[config.mk]
export PLATFORM = sky130hd
export DESIGN_NAME = bb3_norm
export DESIGN_NICKNAME = d
export VERILOG_FILES = /design/src/hw/rtl/box_blur_3x3_edge_normalized_assert.svh /design/src/hw/rtl/bb3_pkg.sv /design/src/hw/rtl/bb3_norm.sv
export SDC_FILE = /design/constraint.sdc
export NUM_CORES = 1
export LEC_CHECK = 0
export BUFFER_PORTS_ARGS = -buffer_cell sky130_fd_sc_hd__buf_2
export CAP_MARGIN = 5
export CORE_MARGIN = 1.5
export CORE_UTILIZATION = 44
export DETAILED_ROUTE_END_ITERATION = 7
export PLACE_DENSITY_LB_ADDON = 0.25
export SLEW_MARGIN = 10
export SYNTH_ARGS = -nofsm -noshare
export SYNTH_HDL_FRONTEND = slang
export SYNTH_SLANG_ARGS = --single-unit
[constraint.sdc]
create_clock -name vclk -period 6.1
set_input_delay 0 -clock vclk [all_inputs]
set_output_delay 0 -clock vclk [all_outputs]
set_load 0.005 [all_outputs]
[src/hw/rtl/box_blur_3x3_edge_normalized_assert.svh]
// ----------------------------------------------------------------------------
// Assertion macros for the 3x3 box blur
// Shared concurrent assertion forms, clocked on clk, disabled in reset.
// ----------------------------------------------------------------------------
`ifndef BOX_BLUR_3X3_EDGE_NORMALIZED_ASSERT_SVH
`define BOX_BLUR_3X3_EDGE_NORMALIZED_ASSERT_SVH

// Consequent must hold in the same cycle as the antecedent
`define BB3_ASSERT_NOW(label, ante, cons, msg) \
    label: assert property (@(posedge clk) disable iff (!rst_n) (ante) |-> (cons)) \
        else $error(msg);

// Consequent must hold in the cycle after the antecedent
`define BB3_ASSERT_NEXT(label, ante, cons, msg) \
    label: assert property (@(posedge clk) disable iff (!rst_n) (ante) |=> (cons)) \
        else $error(msg);

`endif

[src/hw/rtl/bb3_pkg.sv]
// ----------------------------------------------------------------------------
// bb3_pkg
// Types, constants and the reciprocal table of the 3x3 box blur.
// ----------------------------------------------------------------------------
package bb3_pkg;

    localparam int PIX_W          = 8;
    localparam int FRAME_WIDTH_W  = 11;
    localparam int FRAME_HEIGHT_W = 13;
    localparam int CFG_DATA_W     = 13;
    // input row runs one or two rows past the frame while draining
    localparam int ROW_W          = 13;
    localparam int OUT_ROW_W      = 12;
    localparam int SUM_W          = 12;
    localparam int CNT_W          = 4;
    localparam int NUM_W          = 13;
    localparam int RECIP_SHIFT    = 18;
    localparam int RECIP_W        = 18;
    localparam int PROD_W         = NUM_W + RECIP_W;
    localparam int FIFO_DEPTH     = 8;
    localparam int FIFO_PTR_W     = 3;
    localparam int FIFO_CNT_W     = 4;

    localparam logic [FRAME_WIDTH_W-1:0]  WIDTH_RESET  = 11'd640;
    localparam logic [FRAME_HEIGHT_W-1:0] HEIGHT_RESET = 13'd480;
    localparam logic [FRAME_HEIGHT_W-1:0] MAX_ROWS     = 13'd4096;

    // register indexes of the configuration port
    typedef logic [1:0] cfg_index_t;
    localparam cfg_index_t REG_FRAME_WIDTH  = 2'd0;
    localparam cfg_index_t REG_FRAME_HEIGHT = 2'd1;

    typedef struct packed {
        logic [PIX_W-1:0] in_red;
        logic [PIX_W-1:0] in_green;
        logic [PIX_W-1:0] in_blue;
        logic             drain;
    } pixel_req_t;

    typedef struct packed {
        logic [PIX_W-1:0] out_red;
        logic [PIX_W-1:0] out_green;
        logic [PIX_W-1:0] out_blue;
        logic             frame_end;
    } blur_req_t;

    typedef struct packed {
        logic [PIX_W-1:0] red;
        logic [PIX_W-1:0] green;
        logic [PIX_W-1:0] blue;
    } pix_t;

    // one line store entry: pixel two rows up and pixel one row up
    typedef struct packed {
        pix_t upper;
        pix_t middle;
    } line_pair_t;

    // per-item control that rides along with the pixel
    typedef struct packed {
        logic emit;
        logic last;
        logic up_ok;
        logic down_ok;
        logic left_ok;
        logic right_ok;
    } step_ctl_t;

    typedef struct packed {
        logic [SUM_W-1:0] red;
        logic [SUM_W-1:0] green;
        logic [SUM_W-1:0] blue;
    } chan_sum_t;

    // ceil(2^18 / (2*count)); exact floor division for numerators below 4600
    function automatic logic [RECIP_W-1:0] recip(input logic [CNT_W-1:0] count);
        logic [RECIP_W-1:0] r;
        case (count)
            4'd1:    r = 18'd131072;
            4'd2:    r = 18'd65536;
            4'd3:    r = 18'd43691;
            4'd4:    r = 18'd32768;
            4'd5:    r = 18'd26215;
            4'd6:    r = 18'd21846;
            4'd7:    r = 18'd18725;
            4'd8:    r = 18'd16384;
            4'd9:    r = 18'd14564;
            default: r = '0;
        endcase
        return r;
    endfunction

endpackage

[src/hw/rtl/bb3_norm.sv]
// ----------------------------------------------------------------------------
// bb3_norm
// Rounded mean per channel: (2*sum + count) / (2*count), done as a multiply
// by a per-count reciprocal from the package table.
// ----------------------------------------------------------------------------
module bb3_norm (
    input  bb3_pkg::chan_sum_t        sum,
    input  logic [bb3_pkg::CNT_W-1:0] count,
    input  logic                      last,
    output bb3_pkg::blur_req_t        result
);
    import bb3_pkg::*;

    logic [RECIP_W-1:0] rcp;

    // one channel: numerator times reciprocal, keep the integer byte
    function automatic logic [PIX_W-1:0] mean8(input logic [SUM_W-1:0] s,
                                               input logic [CNT_W-1:0] n,
                                               input logic [RECIP_W-1:0] r);
        logic [NUM_W-1:0]  num;
        logic [PROD_W-1:0] prod;
        num  = NUM_W'({s, 1'b0}) + NUM_W'(n);
        prod = PROD_W'(num) * PROD_W'(r);
        return prod[RECIP_SHIFT + PIX_W - 1:RECIP_SHIFT];
    endfunction

    assign rcp = recip(count);

    always_comb
    begin
        result.out_red   = mean8(sum.red, count, rcp);
        result.out_green = mean8(sum.green, count, rcp);
        result.out_blue  = mean8(sum.blue, count, rcp);
        result.frame_end = last;
    end

endmodule

# [Word-level counts from Yosys, hierarchy flattened]
# Memories as Yosys holds them, arrays and structs flattened.
# Index checks and enable logic that the tools add are counted.
[word_totals] reg_bits=0 romBits=288 input_bits=41 wordCells=7 n_memories=1
[classes] add_sub_neg=3 multipliers=3
[memory_table] name="(no name shown)" words=16 word_bits=18 read_ports=1 rd_ports_with_merged_regs=0 wr=0 line="bb3_pkg.sv:78" text="case (count)"
[ops] cell="multiplier 13 x 18 -> 26 bit" n=3
[ops] cell="adder 13 x 4 -> 13 bit" n=3

# [Longest topological paths before layout]
[logic_depth] depth_word=2 mapped_depth=28

# [Least setup slack after synthesis]
# No wires, ideal clock.
[synth_path] path_kind="input to output" from="input count[1] in the netlist's numbering" to="output result[16] in the netlist's numbering" arrival_ps=5792 required_ps=6100 setup_slack_ps=308 cell_stages=26 n_path_buf=3 cell_sequence="inv_1 -> ha_1 -> clkbuf_1 -> and2_1 -> buf_2 -> a21oi_1 -> nor2_1 -> clkbuf_1 -> nand2_1 -> fa_1 -> inv_1 -> fa_1 -> fa_1 -> fa_1 -> inv_1 -> fa_1 -> inv_1 -> ha_1 -> a21o_1 -> a21oi_1 -> nor2_1 -> o21a_1 -> o41ai_2 -> o21ai_1 -> a21oi_1 -> xnor2_1"
[synth_rtl] element="from (decl)" line="bb3_norm.sv:8" text="input logic [bb3_pkg::CNT_W-1:0] count,"
[synth_rtl] element="to (decl)" line="bb3_norm.sv:10" text="output bb3_pkg::blur_req_t result"

==> results.json <==
{
  "pre_cts_slack_ns": -0.322,
  "met2_usage": 0.453,
  "synth_xor_area_frac": 0.0440,
  "finalSetupViolCount": 0,
  "grt_util_met3": 0.0287,
  "fmax_ghz": 0.168,
  "synth_top_family_by_area": "adder cells",
  "power.density_nw_per_um2": 155,
  "power_mw": 3.63,
  "fin_crit_ns": 5.95,
  "grt_pass1_wl_mm": 92.8,
  "wl_per_cell_microns": 17.9,
  "drive_above_1_share": 0.184,
  "grt_pass1_vias": 17200,
  "irDropWorstVdd_mv": 0.266,
  "rsz0062_at_grt": "true",
  "top_usage_layer": "met2",
  "seq_area_sq_um": 0,
  "setup.worst_path.start_class": "input pin",
  "layout.nets": 3311,
  "slew_headroom": 0.502,
  "firstDrtPassIters": 5,
  "drc_errors": 0,
  "cp_slowest_cell": "fa_1",
  "syn-cell-area_sq_um": 19500,
  "worst_slack_ns": 0.154,
  "yosys.area_share.simple": 0.160,
  "totalWireLength_mm": 56.9,
  "area_growth_pct": 20.3,
  "finish.utilization": 0.541,
  "drt_iter0_drc": 935,
  "fin_setup_tns_ns": 0,
  "slew_violations": 0,
  "synth_area_leaders": "fa_1, inv_1, ha_1, nand2_1, nor2_1",
  "ys_warn_count": 0,
  "port_buffers": 64,
  "core_area_sq_um": 43400,
  "cp_data_required_time_ns": 6.10,
  "antenna_found_initial": 0,
  "synth.area.mux_share": 0.00103,
  "synth_top_area_share": 0.517,
  "hold_violations": 0,
  "fin_crit_sh": 0.975,
  "p_leak_nw": 12.1,
  "nFillCells": 4070,
  "dieArea_sq_um": 45600,
  "grt_max_degree": 22,
  "die_height_microns": 214,
  "grtUsageTotal": 0.266,
  "vias": 16100,
  "crit_path_max_incr_delay_ns": 0.56,
  "outcome": "finished clean",
  "place_hpwl_mm": 49.3,
  "critPathKind": "input pin to primary output",
  "min_path_type": "input pin to primary output",
  "hold_start": "last",
  "grtUsageMet1": 0.362,
  "synth_cell_type_count": 54,
  "synth_compound_area_frac": 0.0383,
  "worst_setup_path_end_kind": "primary output",
  "start_util": 0.450,
  "seq_cells": 0,
  "antennaDiodeCount": 0,
  "synthAdderAreaFrac": 0.625,
  "gp_routability_congestion": 0.952,
  "yosysSeqAreaShare": 0,
  "final.clkbuf_count": 0,
  "syn_nets": 3049,
  "placed_area_sq_um": 22200,
  "final_area_sq_um": 23500,
  "avgSynthCellArea_sq_um": 8.34,
  "io_pins": 66,
  "crit_fanout": 7,
  "final_antenna_net_count": 0,
  "grt_remaining_overflow": 0,
  "worstPathArrival_ns": 5.95,
  "yosys.area.top_type": "fa_1",
  "via_per_inst": 5.07,
  "worst_slew_pin_slew_ns": 0.744,
  "startpoint": "count[3]",
  "syn-instance-count": 2337,
  "drv_cap": 0,
  "die_x_microns": 214,
  "std_cell_rows": 76
}
-- Yosys cell counts, drive strengths merged (3+ instances only) --
master	instances
a211oi	4
a21o	19
a21oi	35
a31oi	4
and2	22
and3	13
and4	3
buf	7
clkbuf	75
fa	504
ha	167
inv	601
nand2	468
nand2b	5
nand3	21
nand4	3
nor2	208
nor2b	7
nor3	9
nor3b	4
o211ai	4
o21a	6
o21ai	28
o22ai	3
xnor2	64
xor2	33
-- metrics by stage --
| stage | hold WS, ns | cells |
|---|---|---|
| floorplan | 0.0808 | 2337 |
| global placement | 0.0000381 | 3138 |
| detailed placement | 0.0000381 | 3138 |
| CTS | 0.0000381 | 3153 |
| global route | 0.0000499 | 3182 |
| finish | 0.0000425 | 3182 |
-- cells by family (layout without fill, tap and decap cells) --
| kind of cell | after synthesis | after routing |
|---|---|---|
| simple gates | 769 | 769 |
| compound gates | 115 | 115 |
| xor+xnor | 97 | 97 |
| mux | 2 | 2 |
| fa+ha+maj | 671 | 671 |
| buf+inv | 683 | 943 |
-- cells in the final DEF, fill, tap and decap left out, types with 8 or more instances in the layout --
master | synthesis | layout
buf_6 | 1 | 16
buf_2 | 2 | 62
ha_4 | 0 | 16
buf_12 | 0 | 21
ha_1 | 167 | 148
fa_1 | 504 | 484
and3_1 | 13 | 12
inv_1 | 601 | 594
a21oi_2 | 4 | 9
buf_4 | 1 | 238
xor2_1 | 33 | 26
o21ai_0 | 24 | 18
nand2_2 | 0 | 10
xnor2_1 | 63 | 57
a21oi_4 | 0 | 8
and2_1 | 21 | 20
nand2_1 | 468 | 457
fa_2 | 0 | 20
nor2_2 | 0 | 9
nand3_1 | 21 | 19
nor2_1 | 208 | 197
a21o_1 | 19 | 17
a21oi_1 | 31 | 18
-- cell type report --
cell class / instances / area [sq um] / area share
inverters: 601 / 2260 / 0.0962
multi-input cells: 1654 / 17700 / 0.754
well taps: 585 / 732 / 0.0312
repair buffers: 342 / 2780 / 0.119
-- power breakdown --
part,total (mW),switching (mW),internal (mW)
Combinational,3.63,2.01,1.62
Clock,0,0,0
Sequential,0,0,0
Total,3.63,2.01,1.62
-- metal layers --
| metal | wire [microns] | vias up |
|---|---|---|
| li1 | - | 7258 |
| met1 | 23200 | 8180 |
| met2 | 27800 | 577 |
| met3 | 4000 | 110 |
| met4 | 1930 | 0 |
| met5 | 0 | - |
-- critical path: cells and delay by family --
family	cells	cell delay [ns]
compound gates	6	0.86
xor+xnor	1	0.13
fa+ha+maj	6	2.81
buf+inv	12	1.50
simple gates	5	0.65
-- worst paths after layout --
| kind | endpoint | slack (ns) | depth (start not counted) |
|---|---|---|---|
| max | result[13] | 0.15 | 30 |
| min | result[0] | 0.00004 | 0 |
-- timing repair --
item                                    4_1_cts  5_1_grt
endpoints found under the setup margin       21       23
gates resized for setup                      50      136
cloned                                        1        1
setup buffers                                14       29
pin swaps                                    28       77
hold buffers                                  0        0
Power figures use the tool's default switching activity.
