### config.mk
export PLATFORM = sky130hd
export DESIGN_NAME = bb3_ctrl
export DESIGN_NICKNAME = d
export VERILOG_FILES = /design/src/hw/rtl/bb3_pkg.sv /design/src/hw/rtl/bb3_ctrl.sv
export VERILOG_INCLUDE_DIRS = /design/src /design/src/hw/rtl
export SDC_FILE = /design/constraint.sdc
export NUM_CORES = 1
export LEC_CHECK = 0
export ABC_AREA = 1
export BUFFER_PORTS_ARGS = -buffer_cell sky130_fd_sc_hd__buf_2
export CAP_MARGIN = 20
export CELL_PAD_IN_SITES_DETAIL_PLACEMENT = 0
export CELL_PAD_IN_SITES_GLOBAL_PLACEMENT = 2
export CORE_ASPECT_RATIO = 1.75
export CORE_UTILIZATION = 29
export DETAILED_ROUTE_END_ITERATION = 12
export PLACE_DENSITY_LB_ADDON = 0.1
export SETUP_SLACK_MARGIN = 0.05
export SLEW_MARGIN = 15
export SYNTH_ARGS = -nofsm -noshare
export SYNTH_HDL_FRONTEND = slang
export SYNTH_SLANG_ARGS = --single-unit
### constraint.sdc
create_clock -name clk -period 3.2 [get_ports clk]
set_clock_uncertainty 0.05 [all_clocks]
set_input_delay 0.32 -clock clk [delete_from_list [all_inputs] [get_ports clk]]
set_output_delay 0.32 -clock clk [all_outputs]
set_load 0.01 [all_outputs]
### src/hw/rtl/box_blur_3x3_edge_normalized_assert.svh
// ----------------------------------------------------------------------------
// Assertion macros for the 3x3 box blur
// Shared concurrent assertion forms, clocked on clk, disabled in reset.
// ----------------------------------------------------------------------------
`ifndef BOX_BLUR_3X3_EDGE_NORMALIZED_ASSERT_SVH
`define BOX_BLUR_3X3_EDGE_NORMALIZED_ASSERT_SVH

// Consequent must hold in the same cycle as the antecedent
`define BB3_ASSERT_NOW(label, ante, cons, msg) \
    label: assert property (@(posedge clk) disable iff (!rst_n) (ante) |-> (cons)) \
        else $error(msg);

// Consequent must hold in the cycle after the antecedent
`define BB3_ASSERT_NEXT(label, ante, cons, msg) \
    label: assert property (@(posedge clk) disable iff (!rst_n) (ante) |=> (cons)) \
        else $error(msg);

`endif

### src/hw/rtl/bb3_pkg.sv
// ----------------------------------------------------------------------------
// bb3_pkg
// Types, constants and the reciprocal table of the 3x3 box blur.
// ----------------------------------------------------------------------------
package bb3_pkg;

    localparam int PIX_W          = 8;
    localparam int FRAME_WIDTH_W  = 11;
    localparam int FRAME_HEIGHT_W = 13;
    localparam int CFG_DATA_W     = 13;
    // input row runs one or two rows past the frame while draining
    localparam int ROW_W          = 13;
    localparam int OUT_ROW_W      = 12;
    localparam int SUM_W          = 12;
    localparam int CNT_W          = 4;
    localparam int NUM_W          = 13;
    localparam int RECIP_SHIFT    = 18;
    localparam int RECIP_W        = 18;
    localparam int PROD_W         = NUM_W + RECIP_W;
    localparam int FIFO_DEPTH     = 8;
    localparam int FIFO_PTR_W     = 3;
    localparam int FIFO_CNT_W     = 4;

    localparam logic [FRAME_WIDTH_W-1:0]  WIDTH_RESET  = 11'd640;
    localparam logic [FRAME_HEIGHT_W-1:0] HEIGHT_RESET = 13'd480;
    localparam logic [FRAME_HEIGHT_W-1:0] MAX_ROWS     = 13'd4096;

    // register indexes of the configuration port
    typedef logic [1:0] cfg_index_t;
    localparam cfg_index_t REG_FRAME_WIDTH  = 2'd0;
    localparam cfg_index_t REG_FRAME_HEIGHT = 2'd1;

    typedef struct packed {
        logic [PIX_W-1:0] in_red;
        logic [PIX_W-1:0] in_green;
        logic [PIX_W-1:0] in_blue;
        logic             drain;
    } pixel_req_t;

    typedef struct packed {
        logic [PIX_W-1:0] out_red;
        logic [PIX_W-1:0] out_green;
        logic [PIX_W-1:0] out_blue;
        logic             frame_end;
    } blur_req_t;

    typedef struct packed {
        logic [PIX_W-1:0] red;
        logic [PIX_W-1:0] green;
        logic [PIX_W-1:0] blue;
    } pix_t;

    // one line store entry: pixel two rows up and pixel one row up
    typedef struct packed {
        pix_t upper;
        pix_t middle;
    } line_pair_t;

    // per-item control that rides along with the pixel
    typedef struct packed {
        logic emit;
        logic last;
        logic up_ok;
        logic down_ok;
        logic left_ok;
        logic right_ok;
    } step_ctl_t;

    typedef struct packed {
        logic [SUM_W-1:0] red;
        logic [SUM_W-1:0] green;
        logic [SUM_W-1:0] blue;
    } chan_sum_t;

    // ceil(2^18 / (2*count)); exact floor division for numerators below 4600
    function automatic logic [RECIP_W-1:0] recip(input logic [CNT_W-1:0] count);
        logic [RECIP_W-1:0] r;
        case (count)
            4'd1:    r = 18'd131072;
            4'd2:    r = 18'd65536;
            4'd3:    r = 18'd43691;
            4'd4:    r = 18'd32768;
            4'd5:    r = 18'd26215;
            4'd6:    r = 18'd21846;
            4'd7:    r = 18'd18725;
            4'd8:    r = 18'd16384;
            4'd9:    r = 18'd14564;
            default: r = '0;
        endcase
        return r;
    endfunction

endpackage

### src/hw/rtl/bb3_ctrl.sv
// ----------------------------------------------------------------------------
// bb3_ctrl
// Frame geometry registers, input/output position counters, edge flags and
// result credit toward the output queue.
// ----------------------------------------------------------------------------
`include "box_blur_3x3_edge_normalized_assert.svh"

module bb3_ctrl #(
    parameter int  MAX_LINE_PIXELS = 1024,
    localparam int COL_W           = $clog2(MAX_LINE_PIXELS)
) (
    input  logic                         clk,
    input  logic                         rst_n,
    input  logic                         cfg_valid,
    output logic                         cfg_ready,
    input  bb3_pkg::cfg_index_t          cfg_index,
    input  logic [bb3_pkg::CFG_DATA_W-1:0] cfg_data,
    input  logic                         pixel_valid,
    output logic                         pixel_stall,
    input  bb3_pkg::pixel_req_t          pixel,
    input  logic                         result_pop,
    output logic                         step,
    output logic [COL_W-1:0]             step_col,
    output bb3_pkg::pix_t                step_px,
    output bb3_pkg::step_ctl_t           step_ctl
);
    import bb3_pkg::*;

    localparam int WU_W = $clog2(MAX_LINE_PIXELS + 1);
    localparam logic [WU_W-1:0] MAX_W = WU_W'(MAX_LINE_PIXELS);

    logic [FRAME_WIDTH_W-1:0]  width_reg, width_next;
    logic [FRAME_HEIGHT_W-1:0] height_reg, height_next;
    logic [COL_W-1:0]          in_col_reg, in_col_next;
    logic [ROW_W-1:0]          in_row_reg, in_row_next;
    logic [COL_W-1:0]          out_col_reg, out_col_next;
    logic [OUT_ROW_W-1:0]      out_row_reg, out_row_next;
    logic [FIFO_CNT_W-1:0]     pending_reg, pending_next;

    logic [WU_W-1:0]           w_used;
    logic [FRAME_HEIGHT_W-1:0] h_used;
    logic [WU_W-1:0]           in_col_inc;
    logic [WU_W-1:0]           out_col_inc;
    logic                      cfg_write;
    logic                      cfg_hit;
    logic                      accept;
    logic                      frame_taken;
    logic                      emit;
    logic                      last;
    logic                      down_ok;
    logic                      right_ok;

    // clamp geometry to what the line stores and row range hold
    always_comb
    begin
        if (width_reg == '0)
            w_used = WU_W'(1);
        else if (32'(width_reg) > 32'(MAX_LINE_PIXELS))
            w_used = MAX_W;
        else
            w_used = WU_W'(width_reg);

        if (height_reg == '0)
            h_used = FRAME_HEIGHT_W'(1);
        else if (height_reg > MAX_ROWS)
            h_used = MAX_ROWS;
        else
            h_used = height_reg;
    end

    // request handshakes
    assign cfg_ready   = 1'b1;
    assign cfg_write   = cfg_valid && cfg_ready;
    assign cfg_hit     = cfg_write &&
                         (cfg_index == REG_FRAME_WIDTH || cfg_index == REG_FRAME_HEIGHT);
    assign pixel_stall = pending_reg >= FIFO_CNT_W'(FIFO_DEPTH);
    assign accept      = pixel_valid && !pixel_stall;

    // item classification; drain before frame end is dropped
    assign frame_taken = in_row_reg >= ROW_W'(h_used);
    assign step        = accept && (frame_taken || !pixel.drain);
    assign emit        = (in_row_reg > ROW_W'(1)) ||
                         (in_row_reg == ROW_W'(1) && in_col_reg != '0);

    // neighbor availability of the pixel whose result is due
    assign in_col_inc  = WU_W'(in_col_reg) + 1'b1;
    assign out_col_inc = WU_W'(out_col_reg) + 1'b1;
    assign down_ok     = (FRAME_HEIGHT_W'(out_row_reg) + 1'b1) < h_used;
    assign right_ok    = out_col_inc < w_used;
    assign last        = !down_ok && !right_ok;

    // item sent down the pipe
    always_comb
    begin
        step_col          = in_col_reg;
        step_px           = frame_taken ? '0 : {pixel.in_red, pixel.in_green, pixel.in_blue};
        step_ctl.emit     = emit;
        step_ctl.last     = last;
        step_ctl.up_ok    = out_row_reg != '0;
        step_ctl.down_ok  = down_ok;
        step_ctl.left_ok  = out_col_reg != '0;
        step_ctl.right_ok = right_ok;
    end

    // counters, geometry and credit next state
    always_comb
    begin
        width_next   = width_reg;
        height_next  = height_reg;
        in_col_next  = in_col_reg;
        in_row_next  = in_row_reg;
        out_col_next = out_col_reg;
        out_row_next = out_row_reg;
        pending_next = pending_reg + FIFO_CNT_W'(step && emit) - FIFO_CNT_W'(result_pop);

        if (cfg_write)
        begin
            case (cfg_index)
                REG_FRAME_WIDTH:  width_next  = cfg_data[FRAME_WIDTH_W-1:0];
                REG_FRAME_HEIGHT: height_next = cfg_data[FRAME_HEIGHT_W-1:0];
                default:          ;
            endcase
        end

        if (cfg_hit)
        begin
            in_col_next  = '0;
            in_row_next  = '0;
            out_col_next = '0;
            out_row_next = '0;
        end
        else if (step)
        begin
            if (in_col_inc >= w_used)
            begin
                in_col_next = '0;
                in_row_next = in_row_reg + 1'b1;
            end
            else
            begin
                in_col_next = in_col_inc[COL_W-1:0];
            end

            if (emit)
            begin
                if (last)
                begin
                    in_col_next  = '0;
                    in_row_next  = '0;
                    out_col_next = '0;
                    out_row_next = '0;
                end
                else if (!right_ok)
                begin
                    out_col_next = '0;
                    out_row_next = out_row_reg + 1'b1;
                end
                else
                begin
                    out_col_next = out_col_inc[COL_W-1:0];
                end
            end
        end
    end

    // state registers
    always_ff @(posedge clk or negedge rst_n)
    begin
        if (!rst_n)
        begin
            width_reg   <= WIDTH_RESET;
            height_reg  <= HEIGHT_RESET;
            in_col_reg  <= '0;
            in_row_reg  <= '0;
            out_col_reg <= '0;
            out_row_reg <= '0;
            pending_reg <= '0;
        end
        else
        begin
            width_reg   <= width_next;
            height_reg  <= height_next;
            in_col_reg  <= in_col_next;
            in_row_reg  <= in_row_next;
            out_col_reg <= out_col_next;
            out_row_reg <= out_row_next;
            pending_reg <= pending_next;
        end
    end

    `BB3_ASSERT_NOW(pending_bound, 1'b1, pending_reg <= FIFO_CNT_W'(FIFO_DEPTH), "result credit above queue depth")
    `BB3_ASSERT_NEXT(clear_after_last, step && emit && last && !cfg_hit, in_col_reg == '0 && in_row_reg == '0 && out_col_reg == '0 && out_row_reg == '0, "counters not cleared after frame end")

endmodule

[Word-level counts from Yosys, hierarchy flattened]
Cells that the tools add are included.
Word-level totals
  register bits after elaboration: 73
  input bits: 45
  word-level logic and storage cells: 75
Cells by class
  add/subtract/negate cells: 7
  $lt $le $gt $ge: 8
  equal/unequal tests: 3
  multiplexer cells: 25
  reductions and logical operators: 25
Operators with widths (count)
  $mux 10: 10
  $mux 13: 7
  $mux 12: 5
  $mux 24: 1
  $add 10x1->11 const B: 2
  $mux 11: 2
  $reduce_bool 10->1: 2
  $add 12x1->13 const B: 1
  $add 13x1->13 const B: 1
  $eq 13x1->1 const B: 1
  $ge 13x13->1: 1
  $gt 13x1->1 const B: 1
  $gt 13x13->1 const B: 1
  $logic_not 13->1: 1
  $lt 13x13->1: 1
  $add 12x1->12 const B: 1
  $reduce_bool 12->1: 1
  $ge 11x11->1: 1
  $gt 11x11->1 const B: 1
  $logic_not 11->1: 1
  $lt 11x11->1: 1
  $logic_and 1x1->1: 6
  $reduce_and 2->1: 3
  $add 4x1->4: 1
  9 further kinds: 15

[Longest topological paths before layout]
  depth after elaboration: 10
  gate-level depth with buffers: 21

[Worst setup path before layout]
OpenSTA, ideal clock, no wires.
  path kind: flip-flop to flip-flop
  start point: register height_reg[4]
  end point: register pending_reg[2]
  library setup time: 0.123 ns
  arrival: 2.966 ns
  required time: 3.027 ns
  path slack: 0.062 ns
  stages on the path, launching flop included: 22
  clock period less this slack: 3.138 ns
  cells stage by stage: dfrtp_1 -> nor2_1 -> nand2_1 -> nor2_1 -> nand2_1 -> nand2_1 -> clkbuf_1 -> nand2_1 -> ha_1 -> nand2_1 -> nor2_1 -> nand2_1 -> nand3_1 -> nand2_1 -> nand4_1 -> nand3_2 -> ha_1 -> inv_1 -> ha_1 -> inv_1 -> fa_1 -> xnor2_1
On the way
  word-level cells in the longest chain between the ends: 9
RTL lines
  start: declaration: RTL line bb3_ctrl.sv:33  | logic [FRAME_HEIGHT_W-1:0] height_reg, height_next;
  start signal: assignment: RTL line bb3_ctrl.sv:182  | height_reg <= height_next;
  $gt 13x13->1: RTL line bb3_ctrl.sv:65  | else if (height_reg > MAX_ROWS)
  $mux 13: RTL line bb3_ctrl.sv:65
  $mux 13 (*): RTL line bb3_ctrl.sv:63  | if (height_reg == '0)
  $ge 13x13->1 (*): RTL line bb3_ctrl.sv:80  | assign frame_taken = in_row_reg >= ROW_W'(h_used);
  $logic_or 1x1->1 (*): RTL line bb3_ctrl.sv:81  | assign step = accept && (frame_taken || !pixel.drain);
  $logic_and 1x1->1 (*): RTL line bb3_ctrl.sv:81
  $logic_and 1x1->1 (*): RTL line bb3_ctrl.sv:114  | pending_next = pending_reg + FIFO_CNT_W'(step && emit) - FIFO_CNT_W'(result_pop);
  $add 4x1->4 (*): RTL line bb3_ctrl.sv:114
  $sub 4x1->4 (*): RTL line bb3_ctrl.sv:114
  net pending_next[2]: RTL line bb3_ctrl.sv:38  | logic [FIFO_CNT_W-1:0] pending_reg, pending_next;
  end signal: assignment: RTL line bb3_ctrl.sv:187  | pending_reg <= pending_next;
  end: declaration: RTL line bb3_ctrl.sv:38
Mark *: on every way through the listed nets, which the timed path passes. The rest lies on a longest branch.
A chain may end at the register's enable or synchronous reset.

[Final worst setup path]
  start point: register height_reg[4]
  end point: register pending_reg[1]
The elaborated chain is that of the path after synthesis.

==> reports/metrics.cfg <==
[placement]
place_congestion = 0.805
pre_cts_ws_ps = -175
port_buffers = 86
place_area_um2 = 6740
dp_hpwl_mm = 14.0

[timing]
setup_viol = 0
fin_crit_sh_pct = 97.3
finalMaxSlewViolations = 0
holdWs_ps = 174
grt_setup_unrepaired = yes
max_slew.worst_pin.slew_ps = 700
timing.fmax_ghz = 0.321
hold_viol_final = 0
period_minus_slack_ps = 3110
slew_headroom_pct = 53.2
setup_ws_ps = 85.5

[logic_synthesis]
ys_seq_area_share_pct = 31.9
synth_top_family_by_area = simple AND/OR/NAND/NOR gates
synthFlopType = dfrtp_1
synth_xor_area_share_pct = 4.12
synth_mux_area_share_pct = 0.196
yosys_warnings = 0
postSynth.asyncResetShare_pct = 100
synth_edf_count = 0
synthCells = 818
syn-cell-area_um2 = 5740
synth_compound_area_share_pct = 8.84
avgSynthCellArea_um2 = 7.02
synth_nets = 923
synth_cell_types = 40
synth-simple-area-share_pct = 30.4
synth.ff_latch_count = 73
synthAdderAreaFrac_pct = 13.2

[cts]
worstSkewPairLatency_ps = 350
htreeDepth = 3
clk_pin_slew_worst_paths_ps = 70
clk_path_buf_depth = 2
cts_root_buf = clkbuf_16
cts_tree = done
cts_sinks = 73
numCtsBuffers = 9

[drt]
routed_via_density = 4.68
routedWlPerCell_um = 15.7
drc = 0
routed_wl_mm = 19.0
vias = 5696
drt-pass1-iter-count = 4
drt-initial-drc-count = 165
antenna_left = 0

[floorplanning]
dieWidth_um = 108
core_area_um2 = 19300
initial_utilization_pct = 29.8
fp.dieH_um = 188
die_area_um2 = 20400
io-pin-count = 88
rows = 67

[pwr]
p_leak_nw = 4.12
ir_worst_vdd_uv = 248
power.density_nw_per_um2 = 569

[global_route]
grt_max_degree = 74
antenna_found_initial = 0
grt_overflow = 0
grt_pass1_wl_mm = 29.3
track_usage_pct = 19.0
grt_pass1_vias = 5711

[critical_path]
path_max_fanout = 5
r2r_cells = 18
critical_path_arrival_ps = 3310
required_ps = 3400
start_kind = flop
end_kind = flop
path_class = flop to flop

[hold_path]
hold_class = primary input to flop
hold_path_depth = 2

[final_layout]
nNetsFinal = 1075
n_antenna_cell = 0
syn2layout_area_growth_pct = 37.3
drive_gt1_share_pct = 29.7
final_area_um2 = 7890

[status]
status = finished, final reports clean

[run]
maxCapViolations = 0

[stage by stage]
| step | power, W | util (%) | setup TNS, ps | std cells |
|---|---|---|---|---|
| after CTS | 0.00423 | 38.1 | -1.12 | 1196 |
| final | 0.00449 | 40.9 | 0 | 1216 |
| after global routing | 0.00487 | 40.9 | -504 | 1216 |
| after global placement | 0.00307 | 35.0 | -234 | 1165 |
| after detailed placement | 0.00311 | 35.0 | -346 | 1165 |
| after floorplan | 0.00238 | - | 0 | 818 |
[report_power, final]
| group | switching, W | total (W) | internal (W) |
|---|---|---|---|
| sequential | 0.000159 | 0.00124 | 0.00108 |
| clock | 0.000437 | 0.000986 | 0.000550 |
| combinational | 0.00126 | 0.00226 | 0.00100 |
[per-layer routing]
layer	vias up	GRT usage (%)	share of wire (%)
met5	-	0	0
met4	0	7.74	2.4
met3	17	2.08	2.0
met2	74	37.5	58
met1	2697	19.4	38
li1	2908	-	-
[cells in the final DEF (no fill, tap or decap), types with 13 or more instances in the layout]
master and count:
buf_4 70, nand3_1 47, dfrtp_1 63, nand2_2 15, nand2_1 178, inv_1 124
nand3_2 13, a21oi_1 29, buf_2 82, o21ai_0 43, ha_4 14, nor2_1 73
ha_1 44, nand4_1 14, nor3_1 16, xor2_1 21
[worst max-delay path, stage by stage (launching register included)]
cell     delay, ps
dfrtp_1        380
nor2_1         100
nand2_1        100
nor2_4         150
nand2_4         90
nand2_4        120
nand2_2         90
ha_4           270
nand4_1        140
a21oi_1        170
nor2_1          70
nand4_1        130
nand3_2        130
ha_4           270
inv_2           60
ha_4           130
inv_2           30
fa_2           510
inv_1           30
[timing repair]
item,4_1_cts,5_1_grt
resized for setup,41,69
endpoints found under the hold margin,0,32
pin swaps,14,42
gates cloned,1,4
setup buffers,14,14
endpoints found under the setup margin,31,58
hold buffers,0,1
[final timing paths]
| path | slack (ps) | endpoint | start |
|---|---|---|---|
| max in group asynchronous | 2020 | height_reg[6]$_DFFE_PN1P_ | rst_n |
| min reg2reg | 460 | width_reg[3]$_DFFE_PN0P_ | width_reg[3]$_DFFE_PN0P_ |
| min | 170 | height_reg[11]$_DFFE_PN0P_ | cfg_data[11] |
| min in group asynchronous | 420 | out_col_reg[2]$_DFFE_PN0P_ | rst_n |
| max | 90 | pending_reg[1]$_DFF_PN0_ | height_reg[4]$_DFFE_PN0P_ |
| max reg2reg | 90 | pending_reg[1]$_DFF_PN0_ | height_reg[4]$_DFFE_PN0P_ |
[cell families (layout without fill, tap and decap cells)]
family                     Yosys count  after routing
xor gates and xnor gates            27             27
muxes                                1              1
buffers and inverters              158            314
AOI/OAI and AO/OA                   96             96
DFF                                 73             73
adders and majority gates           60             60
and+or+nand+nor                    402            403
other                                1              1
[synthesized netlist by cell type (2+ instances only)]
cell type	instances	area share, %
nand2_2	4	0.44
xor2_1	24	3.7
nand4_1	14	1.5
nor2_1	85	5.6
clkbuf_1	13	0.85
or2_2	2	0.22
nand3_2	4	0.70
o21ai_0	44	3.8
buf_2	4	0.35
nor4_1	6	0.65
nor3_1	21	1.8
o21ai_1	12	1.0
a21oi_1	34	3.0
ha_1	59	13
xnor2_1	3	0.46
buf_6	3	0.59
inv_1	129	8.4
nor2_2	2	0.22
buf_4	7	0.91
dfstp_2	6	2.7
nand2_1	197	13
nand2_4	2	0.39
nand3_1	58	5.1
and3_1	2	0.22
nand3b_1	2	0.26
dfrtp_1	67	29
[final cells by class]
cell class	count	area (um^2)
Sequential cell	73	1840
Tap cell	241	302
Fill cell	2081	11400
Inverter	131	497
Clock inverter	6	41.3
Multi-Input combinational cell	588	3770
Clock buffer	10	239
Timing Repair Buffer	167	1200
Note: power is estimated with default switching activity, not from simulation.
