### config.mk
export PLATFORM = sky130hd
export DESIGN_NAME = bb3_window
export DESIGN_NICKNAME = d
export VERILOG_FILES = /design/src/hw/rtl/bb3_pkg.sv /design/src/hw/rtl/bb3_window.sv
export VERILOG_INCLUDE_DIRS = /design/src /design/src/hw/rtl
export SDC_FILE = /design/constraint.sdc
export NUM_CORES = 1
export LEC_CHECK = 0
export BUFFER_PORTS_ARGS = -buffer_cell sky130_fd_sc_hd__buf_4
export CORE_MARGIN = 2
export CORE_UTILIZATION = 45
export CTS_BUF_LIST = sky130_fd_sc_hd__clkbuf_4
export CTS_CLUSTER_DIAMETER = 30
export CTS_CLUSTER_SIZE = 8
export DETAILED_ROUTE_END_ITERATION = 8
export SLEW_MARGIN = 30
export SYNTH_ARGS = -nofsm -noshare
export SYNTH_HDL_FRONTEND = slang
export SYNTH_SLANG_ARGS = --single-unit
### constraint.sdc
create_clock -name clk -period 7 [get_ports clk]
set_input_delay 1.4 -clock clk [delete_from_list [all_inputs] [get_ports clk]]
set_output_delay 1.4 -clock clk [all_outputs]
set_load 0.01 [all_outputs]
### src/hw/rtl/box_blur_3x3_edge_normalized_assert.svh
// ----------------------------------------------------------------------------
// Assertion macros for the 3x3 box blur
// Shared concurrent assertion forms, clocked on clk, disabled in reset.
// ----------------------------------------------------------------------------
`ifndef BOX_BLUR_3X3_EDGE_NORMALIZED_ASSERT_SVH
`define BOX_BLUR_3X3_EDGE_NORMALIZED_ASSERT_SVH

// Consequent must hold in the same cycle as the antecedent
`define BB3_ASSERT_NOW(label, ante, cons, msg) \
    label: assert property (@(posedge clk) disable iff (!rst_n) (ante) |-> (cons)) \
        else $error(msg);

// Consequent must hold in the cycle after the antecedent
`define BB3_ASSERT_NEXT(label, ante, cons, msg) \
    label: assert property (@(posedge clk) disable iff (!rst_n) (ante) |=> (cons)) \
        else $error(msg);

`endif

### src/hw/rtl/bb3_pkg.sv
// ----------------------------------------------------------------------------
// bb3_pkg
// Types, constants and the reciprocal table of the 3x3 box blur.
// ----------------------------------------------------------------------------
package bb3_pkg;

    localparam int PIX_W          = 8;
    localparam int FRAME_WIDTH_W  = 11;
    localparam int FRAME_HEIGHT_W = 13;
    localparam int CFG_DATA_W     = 13;
    // input row runs one or two rows past the frame while draining
    localparam int ROW_W          = 13;
    localparam int OUT_ROW_W      = 12;
    localparam int SUM_W          = 12;
    localparam int CNT_W          = 4;
    localparam int NUM_W          = 13;
    localparam int RECIP_SHIFT    = 18;
    localparam int RECIP_W        = 18;
    localparam int PROD_W         = NUM_W + RECIP_W;
    localparam int FIFO_DEPTH     = 8;
    localparam int FIFO_PTR_W     = 3;
    localparam int FIFO_CNT_W     = 4;

    localparam logic [FRAME_WIDTH_W-1:0]  WIDTH_RESET  = 11'd640;
    localparam logic [FRAME_HEIGHT_W-1:0] HEIGHT_RESET = 13'd480;
    localparam logic [FRAME_HEIGHT_W-1:0] MAX_ROWS     = 13'd4096;

    // register indexes of the configuration port
    typedef logic [1:0] cfg_index_t;
    localparam cfg_index_t REG_FRAME_WIDTH  = 2'd0;
    localparam cfg_index_t REG_FRAME_HEIGHT = 2'd1;

    typedef struct packed {
        logic [PIX_W-1:0] in_red;
        logic [PIX_W-1:0] in_green;
        logic [PIX_W-1:0] in_blue;
        logic             drain;
    } pixel_req_t;

    typedef struct packed {
        logic [PIX_W-1:0] out_red;
        logic [PIX_W-1:0] out_green;
        logic [PIX_W-1:0] out_blue;
        logic             frame_end;
    } blur_req_t;

    typedef struct packed {
        logic [PIX_W-1:0] red;
        logic [PIX_W-1:0] green;
        logic [PIX_W-1:0] blue;
    } pix_t;

    // one line store entry: pixel two rows up and pixel one row up
    typedef struct packed {
        pix_t upper;
        pix_t middle;
    } line_pair_t;

    // per-item control that rides along with the pixel
    typedef struct packed {
        logic emit;
        logic last;
        logic up_ok;
        logic down_ok;
        logic left_ok;
        logic right_ok;
    } step_ctl_t;

    typedef struct packed {
        logic [SUM_W-1:0] red;
        logic [SUM_W-1:0] green;
        logic [SUM_W-1:0] blue;
    } chan_sum_t;

    // ceil(2^18 / (2*count)); exact floor division for numerators below 4600
    function automatic logic [RECIP_W-1:0] recip(input logic [CNT_W-1:0] count);
        logic [RECIP_W-1:0] r;
        case (count)
            4'd1:    r = 18'd131072;
            4'd2:    r = 18'd65536;
            4'd3:    r = 18'd43691;
            4'd4:    r = 18'd32768;
            4'd5:    r = 18'd26215;
            4'd6:    r = 18'd21846;
            4'd7:    r = 18'd18725;
            4'd8:    r = 18'd16384;
            4'd9:    r = 18'd14564;
            default: r = '0;
        endcase
        return r;
    endfunction

endpackage

### src/hw/rtl/bb3_window.sv
// ----------------------------------------------------------------------------
// bb3_window
// 3x3 window of pixels, shifted one column per item, and the masked
// per-channel neighborhood sums and neighbor count.
// ----------------------------------------------------------------------------
`include "box_blur_3x3_edge_normalized_assert.svh"

module bb3_window (
    input  logic                          clk,
    input  logic                          rst_n,
    input  logic                          tap_valid,
    input  bb3_pkg::pix_t                 tap_top,
    input  bb3_pkg::pix_t                 tap_mid,
    input  bb3_pkg::pix_t                 tap_px,
    input  bb3_pkg::step_ctl_t            tap_ctl,
    output logic                          sum_valid,
    output bb3_pkg::chan_sum_t            sum,
    output logic [bb3_pkg::CNT_W-1:0]     count,
    output logic                          last
);
    import bb3_pkg::*;

    // index column*3 + row; row 0 is above, column 0 is left
    pix_t       win_reg [9];
    pix_t       win_next [9];
    logic       s2_valid_reg, s2_valid_next;
    step_ctl_t  s2_ctl_reg;
    logic       sum_valid_reg, sum_valid_next;
    chan_sum_t  sum_reg, sum_next;
    logic [CNT_W-1:0] count_reg, count_next;
    logic       last_reg;

    logic [2:0] col_ok;
    logic [2:0] row_ok;
    logic [8:0] tap_en;
    pix_t       masked [9];
    chan_sum_t  col_sum [3];

    // window shift
    always_comb
    begin
        for (int k = 0; k < 6; k++)
            win_next[k] = win_reg[k + 3];
        win_next[6] = tap_top;
        win_next[7] = tap_mid;
        win_next[8] = tap_px;
    end

    assign s2_valid_next = tap_valid && tap_ctl.emit;

    // neighbor mask from frame edges
    always_comb
    begin
        col_ok = {s2_ctl_reg.right_ok, 1'b1, s2_ctl_reg.left_ok};
        row_ok = {s2_ctl_reg.down_ok, 1'b1, s2_ctl_reg.up_ok};
        for (int dc = 0; dc < 3; dc++)
        begin
            for (int dr = 0; dr < 3; dr++)
            begin
                tap_en[dc * 3 + dr] = col_ok[dc] && row_ok[dr];
                masked[dc * 3 + dr] = tap_en[dc * 3 + dr] ? win_reg[dc * 3 + dr] : '0;
            end
        end
    end

    // column sums, then the total
    always_comb
    begin
        for (int dc = 0; dc < 3; dc++)
        begin
            col_sum[dc].red   = SUM_W'(masked[dc * 3].red) + SUM_W'(masked[dc * 3 + 1].red)
                              + SUM_W'(masked[dc * 3 + 2].red);
            col_sum[dc].green = SUM_W'(masked[dc * 3].green)
                              + SUM_W'(masked[dc * 3 + 1].green)
                              + SUM_W'(masked[dc * 3 + 2].green);
            col_sum[dc].blue  = SUM_W'(masked[dc * 3].blue) + SUM_W'(masked[dc * 3 + 1].blue)
                              + SUM_W'(masked[dc * 3 + 2].blue);
        end
        sum_next.red   = col_sum[0].red + col_sum[1].red + col_sum[2].red;
        sum_next.green = col_sum[0].green + col_sum[1].green + col_sum[2].green;
        sum_next.blue  = col_sum[0].blue + col_sum[1].blue + col_sum[2].blue;
        count_next     = CNT_W'($countones(tap_en));
    end

    assign sum_valid_next = s2_valid_reg;

    // window and valid flags
    always_ff @(posedge clk or negedge rst_n)
    begin
        if (!rst_n)
        begin
            for (int k = 0; k < 9; k++)
                win_reg[k] <= '0;
            s2_valid_reg  <= 1'b0;
            sum_valid_reg <= 1'b0;
        end
        else
        begin
            if (tap_valid)
            begin
                for (int k = 0; k < 9; k++)
                    win_reg[k] <= win_next[k];
            end
            s2_valid_reg  <= s2_valid_next;
            sum_valid_reg <= sum_valid_next;
        end
    end

    // payload stages
    always_ff @(posedge clk)
    begin
        s2_ctl_reg <= tap_ctl;
        sum_reg    <= sum_next;
        count_reg  <= count_next;
        last_reg   <= s2_ctl_reg.last;
    end

    assign sum_valid = sum_valid_reg;
    assign sum       = sum_reg;
    assign count     = count_reg;
    assign last      = last_reg;

    `BB3_ASSERT_NOW(count_nonzero, sum_valid_reg, count_reg != '0, "neighbor count is zero")

endmodule

Yosys cells after proc, flatten, opt, wreduce, memory -nomap -nowiden
Index checks and enable logic that the tools add are counted.
Widths: inputs -> output; s select.
- reductions and logical operators: 5
- $add $sub $neg: 32
- multiplexer cells: 8
- operator list (cell ; count):
    $mux 24 ; 8
    $add 9x8->10 ; 9
    $add 8x8->9 ; 9
    $add 11x10->12 ; 3
    $add 10x10->11 ; 3
    $add 1x1->2 ; 3
    $add 2x2->3 ; 2
    $logic_and 1x1->1 ; 5
    $add 3x3->4 ; 1
    $add 4x1->4 ; 1
    $add 1x1->2 const A ; 1
- flip-flop bits (word level): 264

Longest topological paths before layout
Gate-level depths: netlist of the first run.
- word-level depth: 6
- depth in mapped cells: 19
- depth with buffers taken out: 17

Least setup slack after synthesis of the first run
Ideal clock, no wire load.
- kind: reg-to-reg
- start: reg s2_ctl_reg, in the netlist col_ok[0]
- end: reg sum_reg, in the netlist sum[22]
- clock period less this slack: 4.913 ns
- setup time: 0.072 ns
- arrival time: 4.840 ns
- setup slack: 2.087 ns
- path buffers: 2
- cell stages (with the launch flop): 17
- cell sequence: dfxtp_1 > and2_1 > clkbuf_1 > buf_1 > nand2_1 > fa_1 > inv_1 > fa_1 > fa_1 > fa_1 > ha_1 > fa_1 > a211oi_2 > nor2_1 > or4_1 > o311ai_1 > xnor2_1
- RTL lines (item ; line ; source):
    start, declared ; bb3_window.sv:27 ; step_ctl_t s2_ctl_reg;
    start signal, assigned ; bb3_window.sv:112 ; s2_ctl_reg <= tap_ctl;
    end signal, assigned ; bb3_window.sv:113 ; sum_reg <= sum_next;
    end, declared ; bb3_window.sv:29 ; chan_sum_t sum_reg, sum_next;

==> results of run 1 <==
-- synthesized netlist by cell type, drive strengths merged --
cell | count | area share, %
o211ai | 1 | 0.049
a21o | 4 | 0.20
a31oi | 2 | 0.082
and3 | 43 | 1.8
nand2b | 2 | 0.082
and2 | 68 | 2.8
o21bai | 1 | 0.049
nor2 | 16 | 0.39
mux2 | 209 | 15
nor3 | 1 | 0.033
o311a | 2 | 0.13
clkbuf | 31 | 0.76
ha | 43 | 3.5
or2 | 3 | 0.12
dfrtp | 218 | 36
a211oi | 7 | 0.38
nand2 | 96 | 2.4
or4 | 1 | 0.049
inv | 204 | 5.0
o22ai | 2 | 0.082
o311ai | 1 | 0.057
xor2 | 4 | 0.23
o31ai | 1 | 0.049
buf | 18 | 0.58
o2111ai | 1 | 0.057
fa | 166 | 22
nor2b | 4 | 0.16
xnor2 | 13 | 0.75
nor4 | 1 | 0.041
o31a | 3 | 0.17
a21oi | 9 | 0.29
o21ai | 17 | 0.56
dfxtp | 46 | 6.0
o21a | 6 | 0.29
-- routing by layer --
layer / vias up / part of all wire (%)
li1: 4293 / -
met1: 4748 / 46
met2: 163 / 48
met3: 61 / 3.9
met4: 0 / 2.5
met5: - / 0
-- cells by family after synthesis --
kind of cell             Yosys count
multiplexers                     209
AND/OR/NAND/NOR                  235
XOR/XNOR                          17
buffers and inverters            253
AO/OA/AOI/OAI                     57
flip-flops                       264
adder cells (fa/ha/maj)          209
-- power by group through the flow --
| stage | logic [mW] | clock network, mW | registers, mW |
|---|---|---|---|
| finish | 3.19 | 1.71 | 2.03 |
| global route | 3.74 | 1.85 | 2.06 |
| CTS | 3.24 | 1.78 | 2.03 |
| detailed placement | 3.22 | 0 | 2.06 |
| global placement | 3.16 | 0 | 2.06 |
| floorplan | 2.39 | 0 | 2.05 |
-- stage by stage --
stage          hold slack, ns  power, mW  util [%]  setup slack, ns
6_report                0.329       6.93      53.2             1.81
5_1_grt                 0.356       7.66      53.2             1.51
4_1_cts                 0.331       7.05      53.2             1.78
3_5_place_dp            0.317       5.28      49.8             1.84
3_3_place_gp            0.318       5.21      49.8             1.96
2_1_floorplan           0.310       4.43         -             2.09
-- worst min path at each step --
stage	cells after the start	to	slack, ns
finish	0	last	0.33
global route	0	last	0.36
CTS	0	last	0.33
detailed placement	0	last	0.32
global placement	0	last	0.32
floorplan	0	last	0.31
-- placed cells by master (no fill, tap or decap), types with 13 or more instances in the layout --
cell	count
dfxtp_1	44
o21ai_0	17
xnor2_1	13
ha_1	43
clkbuf_4	83
nand2_1	96
clkinvlp_4	13
and3_1	43
buf_4	131
fa_1	166
and2_1	68
inv_1	204
dfrtp_1	218
nor2_1	16
mux2_2	209
-- critical path, stage by stage, from the launching register on --
cell and delay (ns):
dfxtp_1 0.34, buf_4 0.27, ha_1 0.29, buf_4 0.36
nand2_1 0.13, fa_1 0.56, inv_1 0.06, fa_1 0.50
fa_1 0.55, inv_1 0.05, fa_1 0.42, inv_1 0.07
ha_1 0.21, inv_1 0.08, fa_1 0.46, nor2b_1 0.17
o31a_1 0.23, nor4_1 0.06, nor2_1 0.13, xor2_1 0.14
-- area by class of cell --
class	count	area [um2]
fill	2961	15700
multi-input combinational	727	7930
sequential	264	6380
timing repair buffer	133	1010
inverter	204	766
clock buffer	83	623
tap	448	561
clock inverter	45	524
antenna	1	2.50
==> flow_summary.yaml, run 1 <==
clock_tree:
  clock_sinks: 264
  cts_hold_buf: 0
  ctsHtreeMaxLevel: 3
  cts-root-buf: "clkbuf_4"
  tritoncts: "done"
  cts-buffers-inserted: 70
  post_cts_buffers: 0
  clkTransAtPathRegs_ns: 0.07
  ctsResizeCount: 0
  clk_path_buf_depth: 3
  clk_latency_ns: 0.71
timing:
  final_max_slew_viol_count: 0
  finClkSkew_ns: 0.0651
  fin_crit_sh_pct: 74.2
  max_freq_mhz: 193
  fin_tns_setup_ns: 0
  period_minus_slack_ns: 5.19
  setup_violations: 0
  finalHoldViolCount: 0
  worst_pin_slew_ns: 0.950
  rsz0062_at_grt: "no"
  relSlewSlack_pct: 36.7
worst_hold_path:
  hp-class: "flip-flop to flip-flop"
  worstHoldStart: "s2_ctl_reg[4]"
routing:
  drc: 0
  wl_per_cell_um: 15.9
  firstDrtPassIters: 5
  ant_nets: 0
  wirelength_um: 30300
  drtIter0Drc: 315
  vias: 9265
  viasPerCell: 4.86
placement:
  port_buffers: 122
  dp.cells: 1776
  routabilityCongestion: 0.797
  hpwl_um: 21000
  postPlaceCellArea_mm2: 0.0166
layout:
  nNetsFinal: 1690
  largest_register_ffs: 120
  drive_above_1_share_pct: 32.1
  fin_cells: 1905
  syn_to_final_growth_pct: 16.5
  stdcell_area_mm2: 0.0178
grt:
  grtUsageTotal_pct: 18.5
  overflow: 0
  grt_pass1_wl_um: 51900
  grt_use_met3_pct: 4.06
  grt_pass1_vias: 10200
  grt_util_met2_pct: 29.6
  grt_max_degree: 126
  grt_most_used_layer: "met2"
  antenna_found_initial: 1
  grt_util_met1_pct: 25.0
power:
  sw_frac_of_total_pct: 36.7
  p_int_mw: 4.38
  p_leak_nw: 8.60
  switching_power_mw: 2.55
  vdd_drop_max_mv: 0.226
  seqPwrFrac_pct: 29.2
  power_frac_comb_pct: 46.1
  power_density_mw_per_mm2: 389
  p_clk_share_pct: 24.7
critical_path:
  critPathArrivalTime_ns: 5.82
  worstPathRequired_ns: 7.63
  crit_start: "col_ok[0]"
  r2r_start: "col_ok[0]"
  start_kind: "flip-flop"
  crit_path_end: "sum[34]"
  crit_path_max_fanout: 22
  reg2regPathDepth: 19
  criticalPathCategory: "flip-flop to flip-flop"
  ff2ff_setup_slack_ns: 1.81
  r2r-end: "sum[34]"
  endpoint_kind: "flip-flop"
synth:
  muxShareOfSynthArea_pct: 15.4
  synth_seq_cells: 264
  synth-adder-area-share_pct: 25.3
  syn_area_per_cell_um2: 12.3
  synth_simple_gate_area_share_pct: 7.79
  synthCells: 1244
  ys_warn_count: 0
  yosysUniqueCellTypes: 37
  ys_seq_area_share_pct: 41.7
  synth_top_family_by_area: "adder cells"
  synth_compound_area_share_pct: 2.46
  netlist_area_mm2: 0.0153
  syn-num-nets: 1534
  synth_xor_area_share_pct: 0.975
floorplanning:
  rows: 67
  core_mm2: 0.0334
  die_area_mm2: 0.0354
  io_pins: 123
  start_util_pct: 45.7
  die_h_um: 188
  die_w_um: 188
job:
  drv_cap: 0
status:
  outcome: "finished clean"
No activity file was read; power rests on OpenSTA's default activity.
==> run 2: changes to the inputs <==
PLACE_DENSITY = 0.65   (was unset)
clock period = 4.4 ns   (was 7 ns; I/O delays follow)
==> flow_summary.yaml, run 2 (same netlist as run 1, synthesis figures left out) <==
status:
  outcome: "finished clean"
layout:
  largest_register_ffs: 120
  multiInputGateArea_mm2: 0.00821
  nNetsFinal: 1732
  seq_area_mm2: 0.00639
  syn_to_final_growth_pct: 21.0
  layout_commonest_cell: "dfrtp_1"
  layout_common_cells: "dfrtp_1 (218), mux2_2 (209), inv_1 (201), buf_4 (163), fa_1 (158)"
  drive_above_1_share_pct: 37.7
  num-fill-cells: 2840
clock_tree:
  clkTransAtPathRegs_ns: 0.09
  cts-buffers-inserted: 70
  tritoncts: "done"
  clk_latency_ns: 0.73
  cts_hold_buf: 0
  clk_path_buf_depth: 3
  ctsHtreeMaxLevel: 3
  cts-root-buf: "clkbuf_4"
  clock_sinks: 264
grt:
  antenna_found_initial: 1
  grt_pass1_vias: 10500
  overflow: 0
  grtUsageTotal_pct: 18.6
  grt_use_met3_pct: 3.91
  grt_pass1_wl_um: 52000
  grt_max_degree: 111
  grt_util_met1_pct: 24.2
  grt_most_used_layer: "met2"
  grt_util_met2_pct: 30.6
timing:
  max_freq_mhz: 229
  finalHoldViolCount: 0
  period_minus_slack_ns: 4.37
  worst_pin_slew_ns: 0.870
  finClkSkew_ns: 0.0455
  setup_violations: 0
  worst_slack_ns: 0.0336
  final_max_slew_viol_count: 0
  fin_crit_sh_pct: 99.2
  relSlewSlack_pct: 42.0
  timing.hold.ws_ns: 0.224
  rsz0062_at_grt: "yes"
routing:
  drc: 0
  drtIter0Drc: 333
  firstDrtPassIters: 4
  wl_per_cell_um: 15.8
  wirelength_um: 30700
  viasPerCell: 4.82
  vias: 9391
  ant_nets: 0
critical_path:
  worstPathRequired_ns: 5.00
  criticalPathCategory: "flip-flop to flip-flop"
  start_kind: "flip-flop"
  critPathArrivalTime_ns: 4.97
  endpoint_kind: "flip-flop"
  crit_path_max_fanout: 4
floorplanning:
  start_util_pct: 45.7
  die_h_um: 188
  rows: 67
  die_area_mm2: 0.0354
  die_w_um: 188
  core_mm2: 0.0334
  io_pins: 123
power:
  power_density_mw_per_mm2: 657
  total_power_mw: 12.1
  p_leak_nw: 8.85
  vdd_drop_max_mv: 0.387
placement:
  routabilityCongestion: 0.830
  hpwl_um: 21700
  port_buffers: 122
  post-place-ws_ns: -0.103
job:
  drv_cap: 0
worst_hold_path:
  hp-class: "input pin to async pin"
-- run 2: final cells by class --
cell class | count | area share [%]
sequential | 264 | 34.5
clock buffer | 84 | 3.41
multi-input combinational | 727 | 44.4
antenna | 1 | 0.0135
inverter | 204 | 4.14
timing repair buffer | 175 | 7.59
tap | 448 | 3.03
clock inverter | 44 | 2.82
-- run 2: power by group --
part	internal (mW)	switching, mW	total [mW]
sequential	2.96	0.254	3.21
combinational	3.16	3.04	6.20
clock	1.60	1.14	2.74
total	7.72	4.43	12.1
-- run 2: critical path: stages (launching register included) --
cell and delay, ns:
dfxtp_4 0.39, ha_4 0.15, buf_6 0.11, nand2_2 0.05, fa_1 0.49, inv_1 0.05
fa_1 0.47, fa_1 0.54, fa_1 0.42, ha_2 0.22, fa_2 0.40, a211oi_2 0.23
nor2_1 0.08, or4_4 0.42, o311ai_2 0.10, xnor2_1 0.12
-- run 2: metal layers --
metal  vias to the layer above  share of wire [%]
met2                       196                 48
li1                       4378                  -
met1                      4755                 44
met4                         0                2.4
met5                         -                  0
met3                        62                5.1
-- run 2: what timing repair did --
| item | 4_1_cts | 5_1_grt |
|---|---|---|
| setup buffers | 6 | 5 |
| pin swaps | 9 | 49 |
| setup endpoints to repair | 6 | 14 |
| cloned | 0 | 0 |
| resized for setup | 10 | 53 |
-- run 2: stage by stage --
stage          TNS (ns)  std cells  area [um2]  utilization (%)
2_1_floorplan         0       1244       15300                -
3_3_place_gp    -0.0284       1807       17000             50.7
3_5_place_dp     -0.201       1807       17000             50.7
4_1_cts         -0.0252       1941       18200             54.4
5_1_grt          -0.266       1947       18500             55.3
6_report              0       1947       18500             55.3
-- run 2: final timing paths --
| kind | start | slack, ns | endpoint | cells past startpoint |
|---|---|---|---|---|
| worst max-delay path | col_ok[0] | 0.03 | sum[22] | 15 |
| worst min-delay path | rst_n | 0.22 | win_next[116] | 1 |
| worst max register to register | col_ok[0] | 0.03 | sum[22] | 15 |
| worst min register to register | s2_ctl_reg[4] | 0.33 | last | 0 |
| max in group asynchronous | rst_n | 3.14 | win_next[167] | 2 |
| min in group clk | tap_ctl[4] | 0.26 | s2_ctl_reg[4] | 1 |
==> run 3: changes to the inputs <==
==> constraint.sdc (replaced) <==
create_clock -name clk -period 4.4 [get_ports clk]
set_input_delay 0.22 -clock clk [delete_from_list [all_inputs] [get_ports clk]]
set_output_delay 0.22 -clock clk [all_outputs]
set_load 0.01 [all_outputs]
==> flow_summary.yaml, run 3 (same netlist as run 1, synthesis figures left out) <==
placement:
  hpwl_um: 21900
  port_buffers: 122
  postPlaceCellArea_mm2: 0.0169
  routabilityCongestion: 0.829
  post-place-ws_ns: -0.0551
timing:
  finClkSkew_ns: 0.0567
  fin_crit_sh_pct: 100
  period_minus_slack_ns: 4.41
  timing.hold.ws_ns: 0.158
  final_max_slew_viol_count: 0
  worst_pin_slew_ns: 0.948
  rsz0062_at_grt: "yes"
  finalHoldViolCount: 0
  fin_tns_setup_ns: -0.0125
  relSlewSlack_pct: 36.8
  setup_violations: 1
  worst_slack_ns: -0.0125
  max_freq_mhz: 227
power:
  p_clk_share_pct: 24.2
  seqPwrFrac_pct: 25.6
  vdd_drop_max_mv: 0.418
  sw_frac_of_total_pct: 36.4
  switching_power_mw: 4.57
  power_frac_comb_pct: 50.2
  p_int_mw: 7.98
  p_leak_nw: 9.32
  power_density_mw_per_mm2: 642
floorplanning:
  die_area_mm2: 0.0354
  rows: 67
  io_pins: 123
  start_util_pct: 45.7
  core_mm2: 0.0334
  die_h_um: 188
  die_w_um: 188
critical_path:
  crit_top_cell: "fa_1"
  worstPathRequired_ns: 4.97
  crit_path_max_fanout: 6
  start_kind: "flip-flop"
  crit_path_end: "sum[22]"
  reg2regPathDepth: 15
  r2r-end: "sum[22]"
  critPathArrivalTime_ns: 4.98
  criticalPathCategory: "flip-flop to flip-flop"
  crit_start: "col_ok[0]"
  cpMaxStageDelayCell: "fa_1"
  endpoint_kind: "flip-flop"
  worstPathCellList: "ha_4 > buf_8 > and2_4 > fa_1 > inv_1 > fa_1 > fa_1 > fa_1 > inv_2 > fa_2 > a211oi_2 > nor2_1 > or4_1 > o311ai_2 > xnor2_1"
  ff2ff_setup_slack_ns: -0.01
  r2r_start: "col_ok[0]"
  crit_path_max_incr_delay_ns: 0.52
clock_tree:
  clock_sinks: 264
  cts-root-buf: "clkbuf_4"
  clk_latency_ns: 0.74
  clk_path_buf_depth: 3
  tritoncts: "done"
  cts-buffers-inserted: 71
  clkTransAtPathRegs_ns: 0.08
  ctsHtreeMaxLevel: 3
layout:
  nNetsFinal: 1823
  layout_commonest_cell: "dfrtp_1"
  syn_to_final_growth_pct: 28.0
  stdcell_area_mm2: 0.0196
  largest_register_ffs: 120
  num-fill-cells: 2744
  drive_above_1_share_pct: 36.5
  layout_common_cells: "dfrtp_1 (218), mux2_2 (209), inv_1 (192), buf_4 (166), fa_1 (159)"
grt:
  grt_pass1_wl_um: 53900
  grt_max_degree: 118
  grt_pass1_vias: 10900
  grtUsageTotal_pct: 19.2
  overflow: 0
  antenna_found_initial: 2
routing:
  ant_nets: 0
  wirelength_um: 32500
  viasPerCell: 4.80
  firstDrtPassIters: 4
  vias: 9783
  drtIter0Drc: 306
  wl_per_cell_um: 15.9
  drc: 0
job:
  drv_cap: 0
status:
  violations: "setup timing"
  outcome: "complete, but fails checks"
worst_hold_path:
  hp-class: "input pin to flip-flop"
## run 3: how the worst min path moves through the flow
stage / start / to / depth (start not counted)
floorplan: rst_n / masked[100] / 0
global placement: s2_ctl_reg[4] / last / 0
CTS: tap_ctl[4] / s2_ctl_reg[4] / 2
global route: tap_ctl[1] / col_ok[0] / 2
detailed placement: s2_ctl_reg[4] / last / 0
finish: tap_ctl[4] / s2_ctl_reg[4] / 2
## run 3: through the flow
step / power (mW) / utilization [%] / std cells
global placement: 8.56 / 50.6 / 1809
CTS: 12.0 / 57.2 / 2021
finish: 12.6 / 58.4 / 2040
floorplan: 7.07 / - / 1244
detailed placement: 8.64 / 50.6 / 1809
global route: 13.7 / 58.4 / 2040
## run 3: timing repair
| item | 4_1_cts | 5_1_grt |
|---|---|---|
| gates cloned | 0 | 2 |
| buffers inserted | 3 | 15 |
| pin swaps | 17 | 59 |
| hold buffers | 79 | 1 |
| hold endpoints to repair | 192 | 17 |
| endpoints found under the setup margin | 7 | 13 |
| resized for setup | 24 | 61 |
## run 3: power by group through the flow
stage	Clock, mW	Sequential, mW	Combinational [mW]
global placement	0	3.25	5.30
detailed placement	0	3.26	5.38
global route	3.26	3.27	7.16
CTS	3.14	3.21	5.66
floorplan	0	3.25	3.81
finish	3.04	3.21	6.30
## run 3: area by class of cell
cell class | instances | area, um2 | area share (%)
flip-flops and latches | 264 | 6390 | 32.7
clock inverters | 54 | 711 | 3.64
clock buffers | 76 | 571 | 2.92
well taps | 448 | 561 | 2.87
repair buffers | 265 | 2360 | 12.1
multi-input cells | 727 | 8190 | 41.9
inverters | 204 | 766 | 3.92
diodes | 2 | 5.00 | 0.0256
## run 3: critical path: cells and delay by family (launching register included)
kind / cells / cell delay [ns]
AO/OA/AOI/OAI: 2 / 0.28
XOR/XNOR: 1 / 0.11
adder cells (fa/ha/maj): 6 / 2.55
buffers and inverters: 3 / 0.24
flip-flops: 1 / 0.37
AND/OR/NAND/NOR: 3 / 0.70
## run 3: metal layers
| metal | GRT usage, % | up-vias | wire, um |
|---|---|---|---|
| met5 | 0 | - | 0 |
| met4 | 7.48 | 0 | 863 |
| met3 | 3.87 | 74 | 1460 |
| met2 | 31.8 | 208 | 15600 |
| met1 | 25.1 | 4933 | 14500 |
| li1 | - | 4568 | - |
